File: src/rtl/itr_pkg.sv
`timescale 1ns / 1ps
// Package for the infix to postfix converter: token and result beat types,
// kind and error codes, controller states and the controller/datapath links.
// Depends on nothing.
package itr_pkg;

  localparam int STACK_DEPTH_DEF = 16;

  localparam logic [2:0] REQ_NUM = 3'd0;
  localparam logic [2:0] REQ_OP  = 3'd1;
  localparam logic [2:0] REQ_LB  = 3'd2;
  localparam logic [2:0] REQ_RB  = 3'd3;
  localparam logic [2:0] REQ_END = 3'd4;

  localparam logic [1:0] KIND_NUM = 2'd0;
  localparam logic [1:0] KIND_OP  = 2'd1;
  localparam logic [1:0] KIND_END = 2'd2;
  localparam logic [1:0] KIND_ERR = 2'd3;

  localparam logic [1:0] ERR_NONE     = 2'd0;
  localparam logic [1:0] ERR_BRACKET  = 2'd1;
  localparam logic [1:0] ERR_OVERFLOW = 2'd2;
  localparam logic [1:0] ERR_UNKNOWN  = 2'd3;

  typedef struct packed {
    logic [2:0]  req_type;
    logic [7:0]  tok_symbol;
    logic [3:0]  tok_priority;
    logic        tok_right_assoc;
    logic [1:0]  tok_arity;
    logic [31:0] tok_value;
  } token_t;

  typedef struct packed {
    logic [1:0]  out_kind;
    logic [7:0]  out_symbol;
    logic [1:0]  out_arity;
    logic [31:0] out_value;
    logic [1:0]  out_error;
    logic        out_last;
  } result_t;

  typedef enum logic [2:0] {
    ST_IDLE,
    ST_DISPATCH,
    ST_READ,
    ST_EXAM,
    ST_PUSH,
    ST_ERR_BR,
    ST_END,
    ST_FINISH
  } state_t;

  typedef struct packed {
    logic       tok_load;
    logic       rd_en;
    logic       push;
    logic       pop;
    logic       clear_count;
    logic       set_disc;
    logic       clr_disc;
    logic       res_load;
    logic [1:0] res_kind;
    logic [1:0] res_err;
    logic       flush;
  } cmd_t;

  typedef struct packed {
    logic [2:0] req_type;
    logic       discarding;
    logic       count_zero;
    logic       count_one;
    logic       count_full;
    logic       top_bracket;
    logic       top_pops;
    logic       pend_valid;
    logic       out_free;
  } status_t;

endpackage

File: src/rtl/itr_ctrl.sv
`timescale 1ns / 1ps
// Controller state machine of the infix to postfix converter.
// Depends on itr_pkg; drives the datapath through itr_pkg::cmd_t.
module itr_ctrl (
  input  logic            clk,
  input  logic            rst,
  input  logic            token_valid,
  output logic            token_ready,
  input  itr_pkg::status_t st,
  output itr_pkg::cmd_t   cmd
);

  itr_pkg::state_t state, state_next;
  logic go;

  always_ff @(posedge clk) begin
    if (rst) begin
      state <= itr_pkg::ST_IDLE;
    end else begin
      state <= state_next;
    end
  end

  always_comb begin
    state_next  = state;
    cmd         = '0;
    token_ready = 1'b0;
    go          = !st.pend_valid || st.out_free;
    unique case (state)
      itr_pkg::ST_IDLE: begin
        token_ready = 1'b1;
        if (token_valid) begin
          cmd.tok_load = 1'b1;
          state_next   = itr_pkg::ST_DISPATCH;
        end
      end
      itr_pkg::ST_DISPATCH: begin
        priority if (st.req_type == itr_pkg::REQ_END) begin
          state_next = (!st.discarding && !st.count_zero) ? itr_pkg::ST_READ
                                                          : itr_pkg::ST_END;
        end else if (st.discarding) begin
          state_next = itr_pkg::ST_IDLE;
        end else if (st.req_type == itr_pkg::REQ_NUM) begin
          if (go) begin
            cmd.res_load = 1'b1;
            cmd.res_kind = itr_pkg::KIND_NUM;
            state_next   = itr_pkg::ST_FINISH;
          end
        end else if (st.req_type == itr_pkg::REQ_OP) begin
          state_next = st.count_zero ? itr_pkg::ST_PUSH : itr_pkg::ST_READ;
        end else if (st.req_type == itr_pkg::REQ_LB) begin
          state_next = itr_pkg::ST_PUSH;
        end else if (st.req_type == itr_pkg::REQ_RB) begin
          state_next = st.count_zero ? itr_pkg::ST_ERR_BR : itr_pkg::ST_READ;
        end else begin
          if (go) begin
            cmd.res_load    = 1'b1;
            cmd.res_kind    = itr_pkg::KIND_ERR;
            cmd.res_err     = itr_pkg::ERR_UNKNOWN;
            cmd.clear_count = 1'b1;
            cmd.set_disc    = 1'b1;
            state_next      = itr_pkg::ST_FINISH;
          end
        end
      end
      itr_pkg::ST_READ: begin
        cmd.rd_en  = 1'b1;
        state_next = itr_pkg::ST_EXAM;
      end
      itr_pkg::ST_EXAM: begin
        if (go) begin
          priority if (st.req_type == itr_pkg::REQ_END) begin
            cmd.res_load = 1'b1;
            if (st.top_bracket) begin
              cmd.res_kind    = itr_pkg::KIND_ERR;
              cmd.res_err     = itr_pkg::ERR_BRACKET;
              cmd.clear_count = 1'b1;
              cmd.set_disc    = 1'b1;
              state_next      = itr_pkg::ST_END;
            end else begin
              cmd.res_kind = itr_pkg::KIND_OP;
              cmd.pop      = 1'b1;
              state_next   = st.count_one ? itr_pkg::ST_END : itr_pkg::ST_READ;
            end
          end else if (st.req_type == itr_pkg::REQ_OP) begin
            if (st.top_pops) begin
              cmd.res_load = 1'b1;
              cmd.res_kind = itr_pkg::KIND_OP;
              cmd.pop      = 1'b1;
              state_next   = st.count_one ? itr_pkg::ST_PUSH : itr_pkg::ST_READ;
            end else begin
              state_next = itr_pkg::ST_PUSH;
            end
          end else begin
            cmd.pop = 1'b1;
            if (st.top_bracket) begin
              state_next = itr_pkg::ST_FINISH;
            end else begin
              cmd.res_load = 1'b1;
              cmd.res_kind = itr_pkg::KIND_OP;
              state_next   = st.count_one ? itr_pkg::ST_ERR_BR : itr_pkg::ST_READ;
            end
          end
        end
      end
      itr_pkg::ST_PUSH: begin
        if (st.count_full) begin
          if (go) begin
            cmd.res_load    = 1'b1;
            cmd.res_kind    = itr_pkg::KIND_ERR;
            cmd.res_err     = itr_pkg::ERR_OVERFLOW;
            cmd.clear_count = 1'b1;
            cmd.set_disc    = 1'b1;
            state_next      = itr_pkg::ST_FINISH;
          end
        end else begin
          cmd.push   = 1'b1;
          state_next = itr_pkg::ST_FINISH;
        end
      end
      itr_pkg::ST_ERR_BR: begin
        if (go) begin
          cmd.res_load    = 1'b1;
          cmd.res_kind    = itr_pkg::KIND_ERR;
          cmd.res_err     = itr_pkg::ERR_BRACKET;
          cmd.clear_count = 1'b1;
          cmd.set_disc    = 1'b1;
          state_next      = itr_pkg::ST_FINISH;
        end
      end
      itr_pkg::ST_END: begin
        if (go) begin
          cmd.res_load    = 1'b1;
          cmd.res_kind    = itr_pkg::KIND_END;
          cmd.clear_count = 1'b1;
          cmd.clr_disc    = 1'b1;
          state_next      = itr_pkg::ST_FINISH;
        end
      end
      itr_pkg::ST_FINISH: begin
        if (!st.pend_valid) begin
          state_next = itr_pkg::ST_IDLE;
        end else if (st.out_free) begin
          cmd.flush  = 1'b1;
          state_next = itr_pkg::ST_IDLE;
        end
      end
      default: begin
        state_next = itr_pkg::ST_IDLE;
      end
    endcase
  end

endmodule

File: src/rtl/itr_dp.sv
`timescale 1ns / 1ps
// Datapath of the infix to postfix converter: token register, operator stack
// memory, stack count, pending result and output register. Depends on itr_pkg.
module itr_dp #(
  parameter int STACK_DEPTH = itr_pkg::STACK_DEPTH_DEF
) (
  input  logic             clk,
  input  logic             rst,
  input  itr_pkg::token_t  token,
  output itr_pkg::result_t result,
  output logic             result_valid,
  input  logic             result_ready,
  input  itr_pkg::cmd_t    cmd,
  output itr_pkg::status_t st
);

  localparam int AW = $clog2(STACK_DEPTH);
  localparam int CW = $clog2(STACK_DEPTH + 1);

  logic [15:0]      mem [STACK_DEPTH];
  itr_pkg::token_t  tok;
  logic [15:0]      rd_data;
  logic [CW-1:0]    count;
  logic [CW-1:0]    cnt_m1;
  logic             discarding;
  itr_pkg::result_t pend;
  itr_pkg::result_t pend_out;
  logic             pend_valid;
  itr_pkg::result_t res_new;
  logic [15:0]      entry;
  logic [3:0]       top_prio;
  logic             out_move;

  assign cnt_m1   = count - CW'(1);
  assign top_prio = rd_data[11:8];
  assign entry    = (tok.req_type == itr_pkg::REQ_LB) ? 16'h8000 :
                    {1'b0, tok.tok_arity, tok.tok_right_assoc, tok.tok_priority,
                     tok.tok_symbol};

  always_comb begin
    res_new           = '0;
    res_new.out_kind  = cmd.res_kind;
    res_new.out_error = '0;
    unique case (cmd.res_kind)
      itr_pkg::KIND_NUM: res_new.out_value = tok.tok_value;
      itr_pkg::KIND_OP: begin
        res_new.out_symbol = rd_data[7:0];
        res_new.out_arity  = rd_data[14:13];
      end
      itr_pkg::KIND_ERR: res_new.out_error = cmd.res_err;
      default: res_new.out_value = '0;
    endcase
  end

  always_comb begin
    pend_out          = pend;
    pend_out.out_last = cmd.flush;
  end

  assign out_move = (cmd.res_load || cmd.flush) && pend_valid;

  always_comb begin
    st             = '0;
    st.req_type    = tok.req_type;
    st.discarding  = discarding;
    st.count_zero  = (count == '0);
    st.count_one   = (count == CW'(1));
    st.count_full  = (count == CW'(STACK_DEPTH));
    st.top_bracket = rd_data[15];
    st.top_pops    = !rd_data[15] && ((top_prio > tok.tok_priority) ||
                     ((top_prio == tok.tok_priority) && !tok.tok_right_assoc));
    st.pend_valid  = pend_valid;
    st.out_free    = !result_valid || result_ready;
  end

  always_ff @(posedge clk) begin
    if (cmd.tok_load) begin
      tok <= token;
    end
    if (cmd.rd_en) begin
      rd_data <= mem[cnt_m1[AW-1:0]];
    end
    if (cmd.push) begin
      mem[count[AW-1:0]] <= entry;
    end
    if (out_move) begin
      result <= pend_out;
    end
    if (cmd.res_load) begin
      pend <= res_new;
    end
  end

  always_ff @(posedge clk) begin
    if (rst) begin
      count        <= '0;
      discarding   <= 1'b0;
      pend_valid   <= 1'b0;
      result_valid <= 1'b0;
    end else begin
      priority if (cmd.clear_count) begin
        count <= '0;
      end else if (cmd.push) begin
        count <= count + CW'(1);
      end else if (cmd.pop) begin
        count <= cnt_m1;
      end
      if (cmd.clr_disc) begin
        discarding <= 1'b0;
      end else if (cmd.set_disc) begin
        discarding <= 1'b1;
      end
      if (cmd.res_load) begin
        pend_valid <= 1'b1;
      end else if (cmd.flush) begin
        pend_valid <= 1'b0;
      end
      if (out_move) begin
        result_valid <= 1'b1;
      end else if (result_ready) begin
        result_valid <= 1'b0;
      end
    end
  end

endmodule

File: src/rtl/infix_to_rpn_converter.sv
`timescale 1ns / 1ps
// Shunting-yard converter from infix tokens to postfix result beats.
// Top level; depends on itr_pkg, itr_ctrl and itr_dp.
//
// One token beat enters on token/token_valid/token_ready; result beats leave
// on result/result_valid/result_ready, with out_last set on the last beat a
// token causes. A token that causes no result (a push, a matched bracket, or
// any non-end token while errors are being discarded) produces no beat.
// The block works on one token at a time. It takes a token in the idle state,
// decodes it in the dispatch state and, unless it is discarded, ends in the
// finish state, which releases any held-back last result. Each stack entry
// that is examined passes through a registered stack read and a compare, and
// a push or a closing end or bracket error beat has a state of its own;
// receiver stalls can hold the states that load or release a result.
// The next token is taken while the previous last result still waits in the
// output register. When the receiver stalls, the block holds its place once
// both the output register and the one-entry pending result are full.
// Reset clears the stack count, the discard flag and both valid flags; the
// stack memory itself is not cleared, since only written entries are read.
module infix_to_rpn_converter #(
  parameter int STACK_DEPTH = itr_pkg::STACK_DEPTH_DEF
) (
  input  logic             clk,
  input  logic             rst,
  input  itr_pkg::token_t  token,
  input  logic             token_valid,
  output logic             token_ready,
  output itr_pkg::result_t result,
  output logic             result_valid,
  input  logic             result_ready
);

  itr_pkg::cmd_t    cmd;
  itr_pkg::status_t st;

  itr_ctrl u_ctrl (
    .clk         (clk),
    .rst         (rst),
    .token_valid (token_valid),
    .token_ready (token_ready),
    .st          (st),
    .cmd         (cmd)
  );

  itr_dp #(
    .STACK_DEPTH (STACK_DEPTH)
  ) u_dp (
    .clk          (clk),
    .rst          (rst),
    .token        (token),
    .result       (result),
    .result_valid (result_valid),
    .result_ready (result_ready),
    .cmd          (cmd),
    .st           (st)
  );

endmodule
File: config.mk
export PLATFORM = sky130hd
export DESIGN_NAME = infix_to_rpn_converter
export DESIGN_NICKNAME = d
export VERILOG_FILES = /design/src/rtl/itr_pkg.sv /design/src/rtl/itr_ctrl.sv /design/src/rtl/itr_dp.sv /design/src/rtl/infix_to_rpn_converter.sv
export SDC_FILE = /design/constraint.sdc
export NUM_CORES = 1
export LEC_CHECK = 0
export BUFFER_PORTS_ARGS = -buffer_cell sky130_fd_sc_hd__buf_2
export CAP_MARGIN = 20
export CORE_MARGIN = 4
export CORE_UTILIZATION = 60
export CTS_CLUSTER_DIAMETER = 200
export CTS_CLUSTER_SIZE = 25
export DETAILED_ROUTE_END_ITERATION = 8
export GPL_TIMING_DRIVEN = 1
export HOLD_SLACK_MARGIN = 0.12
export PLACE_DENSITY_LB_ADDON = 0.15
export SYNTH_ARGS = -nofsm -noshare
export SYNTH_HDL_FRONTEND = slang
export SYNTH_SLANG_ARGS = --single-unit
File: constraint.sdc
create_clock -name clk -period 7.7 [get_ports clk]
set_input_delay 0.77 -clock clk [delete_from_list [all_inputs] [get_ports clk]]
set_output_delay 0.77 -clock clk [all_outputs]
set_load 0.005 [all_outputs]
==> impl_results.md, run 1 <==
* Syn nets at 806
* Top delay family on crit path: buffers and inverters
* Vias in the first global route at 7296
* Main combinational cell family by area after synthesis: multiplexers
* First-pass DRT Iterations at 7
* RSZ-0062 raised after global routing: no
* Largest net degree at the start of global routing at between 60 and 70
* Dominant synthesized flop cell: edfxtp_1
* Rel. slew slack at 22.7%
* Die W at 169 um
* Hold path startpoint: token[44]
* Final setup vio count at 0
* Reg2reg start: u_dp.count[0]$_SDFFE_PP0P_
* Synth Area in Compound Gates at 2.15%
* N_diodes at 0
* Seq/Total Area, Yosys at 78.4%
* Clock sink count at 409
* Drt via density at 6.03
* CP Max Fanout at 48
* DR vias at 7179
* Tot GR Track Use at ~21%
* CTS Hold Bufs at 0
* Wire per inst at 24.7 um
* Initial antenna violation count at 0
* Xor and xnor area share after synthesis at 0.282%
* Critical-path cell with the highest stage delay: inv_2
* Post-synth EDFFs at 398
* Hold Path Class: in -> reg
* Cells after synthesis at approximately 740
* Total power at 5700 uW
* Worst slack, placed at 3890 ps
* Hold WS at 408 ps
* Final period utilization at 47.2%
* Mapped cell area at about 16000 um^2
* Worst Tran Pin Value at about 1200 ps
* Max incr delay on CP at 740 ps
* PwrDens at about 330 nW/um^2
* Outcome: completed
* H-tree levels at 1
* Drt initial violations at ~810
* Post-synth ARST share at 0%
* Worst EP required at about 7900 ps
* Final worst setup slack at between 4000 and 5000 ps
* Synthesis-to-layout area growth at 9.97%
* Placeable Area at 25300 um^2
* Layout Nets at 910
* Slew Limit Fails at 0
* GRT overflow at 0
* CTS tree: done
* Critical path launch point type: register
* Final hold vios at 0
* Reg2reg end: u_dp.result[13]$_DFFE_PP_
* Clock skew at 36.3 ps
* WHS Path Cells at 1
* Synth Area in Adders at less than 1%
* End of the worst hold path: u_dp.tok[44]$_DFFE_PP_
* Crit. Startpoint: u_dp.count[0]$_SDFFE_PP0P_
* Avg Inst Size Synth at 20.9 um^2
* # resized after CTS at 0
* Ports at 103
* DRC errors left at 0
* Post-DRT Antenna Nets at 0
* Worst Path Buf+Inv at 3
* Max Fclk at 275 MHz
* Synth top area share at around 77%
* Cell taking the most area after synthesis: edfxtp_1
* Lkg Pwr at roughly 0.0055 uW
* Routability congestion estimate at 0.916
* Max clock buf depth at 3
* Crit-path cells: inv_1 -> ha_4 -> nor4bb_1 -> o21a_1 -> o22ai_1 -> o22ai_4 -> buf_4 -> a21oi_1 -> inv_2
* Setup TNS at 0 ps
* Total die area at roughly 28000 um^2
* R2R cell count at 9
* Reg clk slew, reported paths at 100 ps
* Finished Core Util at 67.4%
* Mux contribution to synthesized area at 11.0%
* IO buf count at between 100 and 150
* Layout cells sized above 1 at 30.1%
* Die height at about 170 um
* WL final at ~29 mm
* Max cap viols at 0
* TritonCTS Buffers at 20
* Ranking of synthesized cells by area: edfxtp_1 (77%), mux4_2 (11%), and2_4 (1.7%)
* Initial Util at 61.3%
* Row cnt at 58
* WS Path Type: reg -> reg
* Flop2flop setup slack at between 4000 and 5000 ps
* HPWL after DPL at ~17 mm
* Yosys warns at 0
* CP Capture Type: register
* Fillcell total at 1568
* Global-route wire length before repair at between 40 and 50 mm
* Later-pin clock latency in the skew report at between 500 and 600 ps
* Worst VDD drop at 0.200 mV
* Minimum clock period at 3630 ps
* Flops & latches, synth at 409
* Worst EP arrival at 3790 ps
* Synth Area in Simple Gates at 6.12%
* Distinct cells, synth at 55
* Setup Buffers After CTS at 0
* Root Buffer: clkbuf_16
registers in the layout, indices dropped and copies added (netlist names):
| name | cells |
|---|---|
| u_dp.tok | 47 |
| u_dp.result | 47 |
| u_dp.st | 3 |
| u_dp.pend_valid | 1 |
| u_dp.count | 5 |
| u_dp.rd_data | 15 |
| u_dp.discarding | 1 |
| u_dp.result_valid | 1 |
| u_dp.pend | 46 |
| u_dp.mem | 240 |
| u_ctrl.state | 3 |
stage by stage:
stage | area (um^2) | instances
2_1_floorplan | 15500 | 743
3_3_place_gp | 16400 | 1152
3_5_place_dp | 16400 | 1152
4_1_cts | 17000 | 1188
5_1_grt | 17100 | 1191
6_report | 17100 | 1191
cell usage in the layout (no fill, tap or decap), types with 9 or more instances in the layout:
cell type  synthesis  final
edfxtp_1         398    398
buf_2             10    102
mux4_2            75     75
and2_4            30     30
and2_1            25     24
nor2_1            22     21
clkbuf_16          0     21
nand2_1           16     16
clkbuf_1          17     14
inv_1             13     12
nor2b_1           11     11
nand3_1           10     10
nor3_1            11     10
dfxtp_1           11     10
a21oi_1            9      9
synth_stat cells, drive strengths merged, types with 3 or more instances:
cell and instances:
a21oi 10, a31oi 3, and2 55, and3 4
buf 14, clkbuf 17, dfxtp 11, edfxtp 398
ha 9, inv 13, mux4 75, nand2 16
nand2b 5, nand3 10, nor2 22, nor2b 11
nor3 11, nor3b 3, o211ai 4, o21a 6
o21ai 7, o22ai 5, or3 3, xnor2 4
kinds of logic (layout without fill, tap and decap cells):
logic type | count (synthesis) | in the layout
flops | 409 | 409
simple gates | 153 | 153
mux | 76 | 76
compound gates | 47 | 47
buf+inv | 44 | 162
fa+ha+maj | 9 | 9
xor+xnor | 5 | 5
how the worst max path moves through the flow:
stage / end / cells after the start
2_1_floorplan: u_dp.result[0]$_DFFE_PP_ / 10
3_3_place_gp: u_dp.result[39]$_DFFE_PP_ / 8
3_5_place_dp: u_dp.result[37]$_DFFE_PP_ / 8
4_1_cts: u_dp.result[13]$_DFFE_PP_ / 9
5_1_grt: u_dp.result[42]$_DFFE_PP_ / 7
6_report: u_dp.result[13]$_DFFE_PP_ / 9
layout make-up:
cell class	instances	area, um^2	area share [%]
multi-input combinational	290	3190	18.7
timing repair buffer	113	641	3.75
tap	330	413	2.42
inverter	13	48.8	0.286
clock buffer	35	578	3.39
clock inverter	1	16.3	0.0953
sequential	409	12200	71.4
metal layers:
metal	vias up	global-route usage, %	wire (um)
met4	0	4.20	568
met1	3678	29.3	12000
met2	276	35.6	15000
met3	45	2.92	1810
met5	-	0	0
li1	3180	-	-
power breakdown:
| part | internal, uW | leakage [uW] | switching, uW | total, uW |
|---|---|---|---|---|
| clock | 522 | 0.000283 | 643 | 1170 |
| combinational | 711 | 0.00153 | 780 | 1490 |
| sequential | 2900 | 0.00373 | 144 | 3050 |
Power figures use the tool's default switching activity.
==> inputs of run 2 (changes only) <==
- clock period: 7.7 -> 3.65 ns (I/O delays scaled with it)
==> run 2 against run 1 <==
Flip-flop and latch count unchanged. Sequential share of layout area decreased by 2.6 points. Critical path depth decreased by 1. Design area increased by 3.7%. Via count increased by 3.6%. Non-clock buffer count increased by 70. Clock power increased by 110%. Utilization increased by 2.5 points. Maximum frequency increased by 23%. Worst hold slack got worse by 240 ps. Die area unchanged.
==> impl_results.md, run 2 (synthesis results as in run 1) <==
* Outcome: completed
* DR WL met2 at ~16 mm
* DRC errors left at 0
* DR vias at 7439
* Later-pin clock latency in the skew report at 530 ps
* Max reg flops at 240
* Lkg Pwr at a little under 0.006 uW
* Worst Tran Pin Value at 1030 ps
* Setup Buffers After CTS at 0
* Max Fclk at 340 MHz
* Post-DRT Antenna Nets at 0
* Worst EP arrival at between 3000 and 4000 ps
* Final hold vios at 0
* Row cnt at 58
* Clock sink count at between 400 and 500
* TritonCTS Buffers at 20
* Root Buffer: clkbuf_16
* Met3 Routed Length at 1.72 mm
* Final period utilization at 80.7%
* PwrDens at 684 nW/um^2
* Met1 wire length at between 10 and 15 mm
* CP Max Fanout at 47
* IO buf count at 102
* CP Capture Type: register
* Ports at between 100 and 150
* Placeable Area at 25300 um^2
* Minimum clock period at 2940 ps
* Max cap viols at 0
* Most common cell after layout, fill and taps aside: edfxtp_1
* CTS tree: done
* Critical-path cell with the highest stage delay: a2111oi_0
* Die height at 169 um
* Slew Limit Fails at 0
* Hold Path Class: in -> reg
* Largest net degree at the start of global routing at 48
* Max clock buf depth at 3
* Routability congestion estimate at between 0.9 and 1
* Die W at 169 um
* Total die area at around 28000 um^2
* RSZ-0062 raised after global routing: no
* WHS Path Cells at 3
* Initial antenna violation count at 0
* Synthesis-to-layout area growth at 14.1%
* Tot GR Track Use at 21.5%
* HPWL after DPL at about 18 mm
* GRT overflow at 0
* Layout cells sized above 1 at 29.8%
* Worst EP required at 3860 ps
* Final setup vio count at 0
* First-pass DRT Iterations at 6
* WS Path Type: reg -> reg
* Max incr delay on CP at 590 ps
* Reg clk slew, reported paths at 100 ps
* Crit-path cells: ha_1 -> nand2b_1 -> a2111oi_0 -> o21a_1 -> o22ai_4 -> a21oi_2 -> clkinvlp_4 -> buf_4
* Most frequent cells in the layout: edfxtp_1 (398), buf_2 (102), mux4_2 (75)
* Wire per inst at approximately 24 um
* Drt initial violations at roughly 900
* WL final at 30.6 mm
* Layout Nets at 980
* DR top layer: met4
* Initial Util at 61.3%
* Setup TNS at 0 ps
* Vias in the first global route at 7488
* H-tree levels at 1
* Worst VDD drop at just under 0.5 mV
* Critical path launch point type: register
* Global-route wire length before repair at 45.8 mm
* N_diodes at 0
* Clock skew at approximately 29 ps
* Rel. slew slack at 31.2%
* Drt via density at 5.90
* Finished Core Util at 69.9%
* R2R cell count at 8
* Flop2flop setup slack at 710 ps
## run 2: cell types whose count changed in the layout (fill, tap and decap cells not counted), sizes merged
cell         previous run  this run
clkinvlp                0         1
dlygate4sd3             0        52
inv                    14        13
buf                   113       131
## run 2: per-stage QoR
step / total power [uW] / area [um^2] / std cells / hold slack [ps] / setup WS (ps)
6_report: 12100 / 17700 / 1261 / 166 / 705
5_1_grt: 12700 / 17700 / 1261 / 190 / 455
4_1_cts: 12200 / 17700 / 1260 / 150 / 698
3_5_place_dp: 9750 / 16600 / 1172 / 405 / 727
3_3_place_gp: 9620 / 16600 / 1172 / 400 / 836
2_1_floorplan: 8810 / 15500 / 743 / 400 / 31.7
## run 2: layout make-up
| cell class | count | area, um^2 |
|---|---|---|
| fillers | 1542 | 7620 |
| inverters | 13 | 52.6 |
| clock buffers | 35 | 578 |
| flip-flops and latches | 409 | 12200 |
| multi-input cells | 290 | 3180 |
| well taps | 330 | 413 |
| clock inverters | 1 | 16.3 |
| repair buffers | 183 | 1290 |
## run 2: worst max-delay path: cells and delay by family (launching register included)
kind | cells | cell delay, ps
DFF | 1 | 400
adders and majority gates | 1 | 300
AOI/OAI and AO/OA | 4 | 1340
buffers and inverters | 2 | 400
and+or+nand+nor | 1 | 150
## run 2: path summary, 6_finish.rpt
kind / start / endpoint
max: u_dp.tok[35]$_DFFE_PP_ / u_dp.result[41]$_DFFE_PP_
min: result_ready / u_dp.result_valid$_SDFFE_PP0P_
max reg2reg: u_dp.tok[35]$_DFFE_PP_ / u_dp.result[41]$_DFFE_PP_
min reg2reg: u_dp.pend[16]$_SDFFCE_PP0P_ / u_dp.result[16]$_DFFE_PP_
## run 2: timing repair
item / in CTS / in global routing
gates resized for setup: 0 / 0
setup endpoints to repair: 0 / 0
hold buffers: 52 / 0
hold endpoints to repair: 55 / 0
## run 2: power by group
part / internal (uW) / switching, uW
Clock: 1100 / 1340
Sequential: 6120 / 250
Combinational: 1570 / 1740
Total: 8790 / 3320
## run 2: routing by layer
layer	global-route usage, %	up-vias
met5	0	-
met4	3.42	0
met3	2.64	41
met2	37.0	271
met1	30.9	3799
li1	-	3328
==> inputs of run 3 (changes only) <==
- ABC_AREA: not set -> 1
- CORE_UTILIZATION: 60 -> 54
- clock period: 3.65 -> 2.7 ns (I/O delays scaled with it)
==> run 3 against run 2 <==
Sequential power rose by 43%. Global-route usage fell by 1.9 points. Clock skew fell by 2.7 ps. Largest power group unchanged. Worst hold slack improved by 260 ps. First-iteration DRC count fell by 6.8%. Wire length rose by 6.1%. Combinational power rose to 2.5 times the previous value. Power rose by 71%. Utilization fell by 6.3 points. Highest routed layer unchanged.
==> impl_results.md, run 3 <==
* Reg2reg start: u_dp.count[1]$_SDFFE_PP0P_
* Final period utilization at 82.5%
* Post-synth ARST share at 0%
* Worst Tran Pin Value at 723 ps
* Hold Path Class: reg -> reg
* Vias in the first global route at 9147
* Slew Limit Fails at 0
* Largest net degree at the start of global routing at 125
* Total power at 20700 uW
* N_diodes at 0
* Ranking of synthesized cells by area: edfxtp_1 (74%), nor2_1 (4.8%), o21ai_0 (2.6%)
* Root Buffer: clkbuf_16
* Most numerous cell in the Yosys netlist: edfxtp_1
* Seq/Total Area, Yosys at 75.5%
* WS Path Type: reg -> reg
* Max Fclk at 449 MHz
* Flops & latches, synth at 409
* CTS tree: done
* Worst EP required at 2890 ps
* PwrDens at 1120 nW/um^2
* Most common cell after layout, fill and taps aside: edfxtp_1
* Placeable Area at between 20000 and 30000 um^2
* Worst VDD drop at 0.973 mV
* Worst EP arrival at 2420 ps
* Rel. slew slack at 51.8%
* Post-synth EDFFs at 398
* Minimum clock period at 2230 ps
* Reg2reg end: u_dp.mem[14][13]$_DFFE_PP_
* Max cap viols at 0
* Final setup vio count at 0
* Clock sink count at 409
* Row cnt at just over 60
* # resized after CTS at 0
* H-tree levels at 1
* Cell taking the most area after synthesis: edfxtp_1
* Final hold vios at 0
* Max clock buf depth at 3
* Clock skew at around 26 ps
* Initial Util at 55.4%
* Yosys warns at 0
* Outcome: completed
* Layout cells sized above 1 at ~18%
* Total die area at between 30000 and 40000 um^2
* Dominant synthesized flop cell: edfxtp_1
* IO buf count at 102
* Max reg flops at 240
* Cells after synthesis at ~1.2k
* Distinct cells, synth at 37
* DRC errors left at 0
* Synthesis-to-layout area growth at 14.8%
* Later-pin clock latency in the skew report at 530 ps
* Reg clk slew, reported paths at around 100 ps
* WL final at around 32 mm
* CP Capture Type: register
* RSZ-0062 raised after global routing: no
* Dpl cell area at between 15000 and 20000 um^2
* GRT overflow at 0
* CP Max Fanout at 15
* Synth top area share at between 70% and 80%
* Wire per inst at between 15 and 20 um
* Die height at 181 um
* First-pass DRT Iterations at 5
* Tot GR Track Use at 19.6%
* Critical path launch point type: register
* Crit. Startpoint: u_dp.count[1]$_SDFFE_PP0P_
* Avg Inst Size Synth at about 14 um^2
* Routability congestion estimate at 0.843
* Initial antenna violation count at 0
* Final worst setup slack at 471 ps
* Hold WS at 422 ps
* Worst slack, placed at 486 ps
* Mapped cell area at about 16000 um^2
* Syn nets at 1218
* Die W at between 150 and 200 um
* Flop2flop setup slack at 470 ps
* R2R cell count at 8
* Lkg Pwr at 0.00659 uW
* Most frequent cells in the layout: edfxtp_1 (398), nor2_1 (193), buf_2 (102)
* Ports at 103
* Global-route wire length before repair at roughly 51 mm
* Post-DRT Antenna Nets at 0
* Setup TNS at 0 ps
* Design Area, Final at 18500 um^2
* Layout Nets at 1375
* Top cells by count, synth: edfxtp_1 (398), nor2_1 (206), inv_1 (95)
* HPWL after DPL at about 20 mm
* End of the critical path: u_dp.mem[14][13]$_DFFE_PP_
* TritonCTS Buffers at 20
* Drt via density at about 5.5
* DR vias at 9386
* Drt initial violations at approximately 840
## run 3: metrics by stage
stage / utilization (%) / std cells
finish: 63.6 / 1703
global route: 63.6 / 1703
CTS: 63.6 / 1703
detailed placement: 59.8 / 1621
global placement: 59.8 / 1621
floorplan: - / 1155
## run 3: final cells by class
| class | count | area (um^2) |
|---|---|---|
| timing repair buffer | 189 | 1500 |
| clock buffer | 28 | 552 |
| sequential | 409 | 12200 |
| multi-input combinational | 586 | 3380 |
| fill | 2166 | 10600 |
| clock inverter | 1 | 16.3 |
| inverter | 106 | 405 |
| tap | 384 | 480 |
## run 3: critical path, cell delays in order, from the launching register on
cell	delay, ps
dfxtp_1	410
inv_1	130
ha_4	190
nand3_1	150
inv_1	70
nor2_2	260
nand2_1	270
nor2_2	140
buf_4	260
## run 3: worst min-delay path by stage
stage                                     start                      endpoint  cells after the start
floorplan                                   rst  u_ctrl.state[2]$_SDFFE_PP0P_                      1
global route        u_dp.pend[26]$_SDFFCE_PP0P_     u_dp.result[26]$_DFFE_PP_                      0
finish              u_dp.pend[35]$_SDFFCE_PP0P_     u_dp.result[35]$_DFFE_PP_                      0
global placement    u_dp.pend[15]$_SDFFCE_PP0P_     u_dp.result[15]$_DFFE_PP_                      0
detailed placement  u_dp.pend[14]$_SDFFCE_PP0P_     u_dp.result[14]$_DFFE_PP_                      0
CTS                 u_dp.pend[35]$_SDFFCE_PP0P_     u_dp.result[35]$_DFFE_PP_                      0
## run 3: what timing repair did
item / 4_1_cts / 5_1_grt
hold endpoints to repair: 56 / 0
buffers inserted: 0 / 0
hold buffers: 53 / 0
## run 3: cell families (layout without fill, tap and decap cells)
kind of cell | Yosys count | in the layout | synth area share (%)
muxes | 16 | 16 | 0.993
and+or+nand+nor | 367 | 367 | 10.7
DFF | 409 | 409 | 75.5
adders and majority gates | 9 | 9 | 0.698
xor gates and xnor gates | 6 | 6 | 0.373
buffers and inverters | 160 | 324 | 4.22
AOI/OAI and AO/OA | 188 | 188 | 7.50
## run 3: report_power, final
part | internal [uW] | switching (uW) | total, uW
logic | 2600 | 5700 | 8300
clock network | 1450 | 1830 | 3280
registers | 8790 | 317 | 9100
total | 12800 | 7850 | 20700
## run 3: per-layer routing
layer	vias to the layer above	track usage, %	part of all wire, %
met2	312	32.1	48
met4	0	3.66	1.7
li1	4442	-	-
met5	-	0	0
met3	46	2.45	6.4
met1	4586	29.0	44
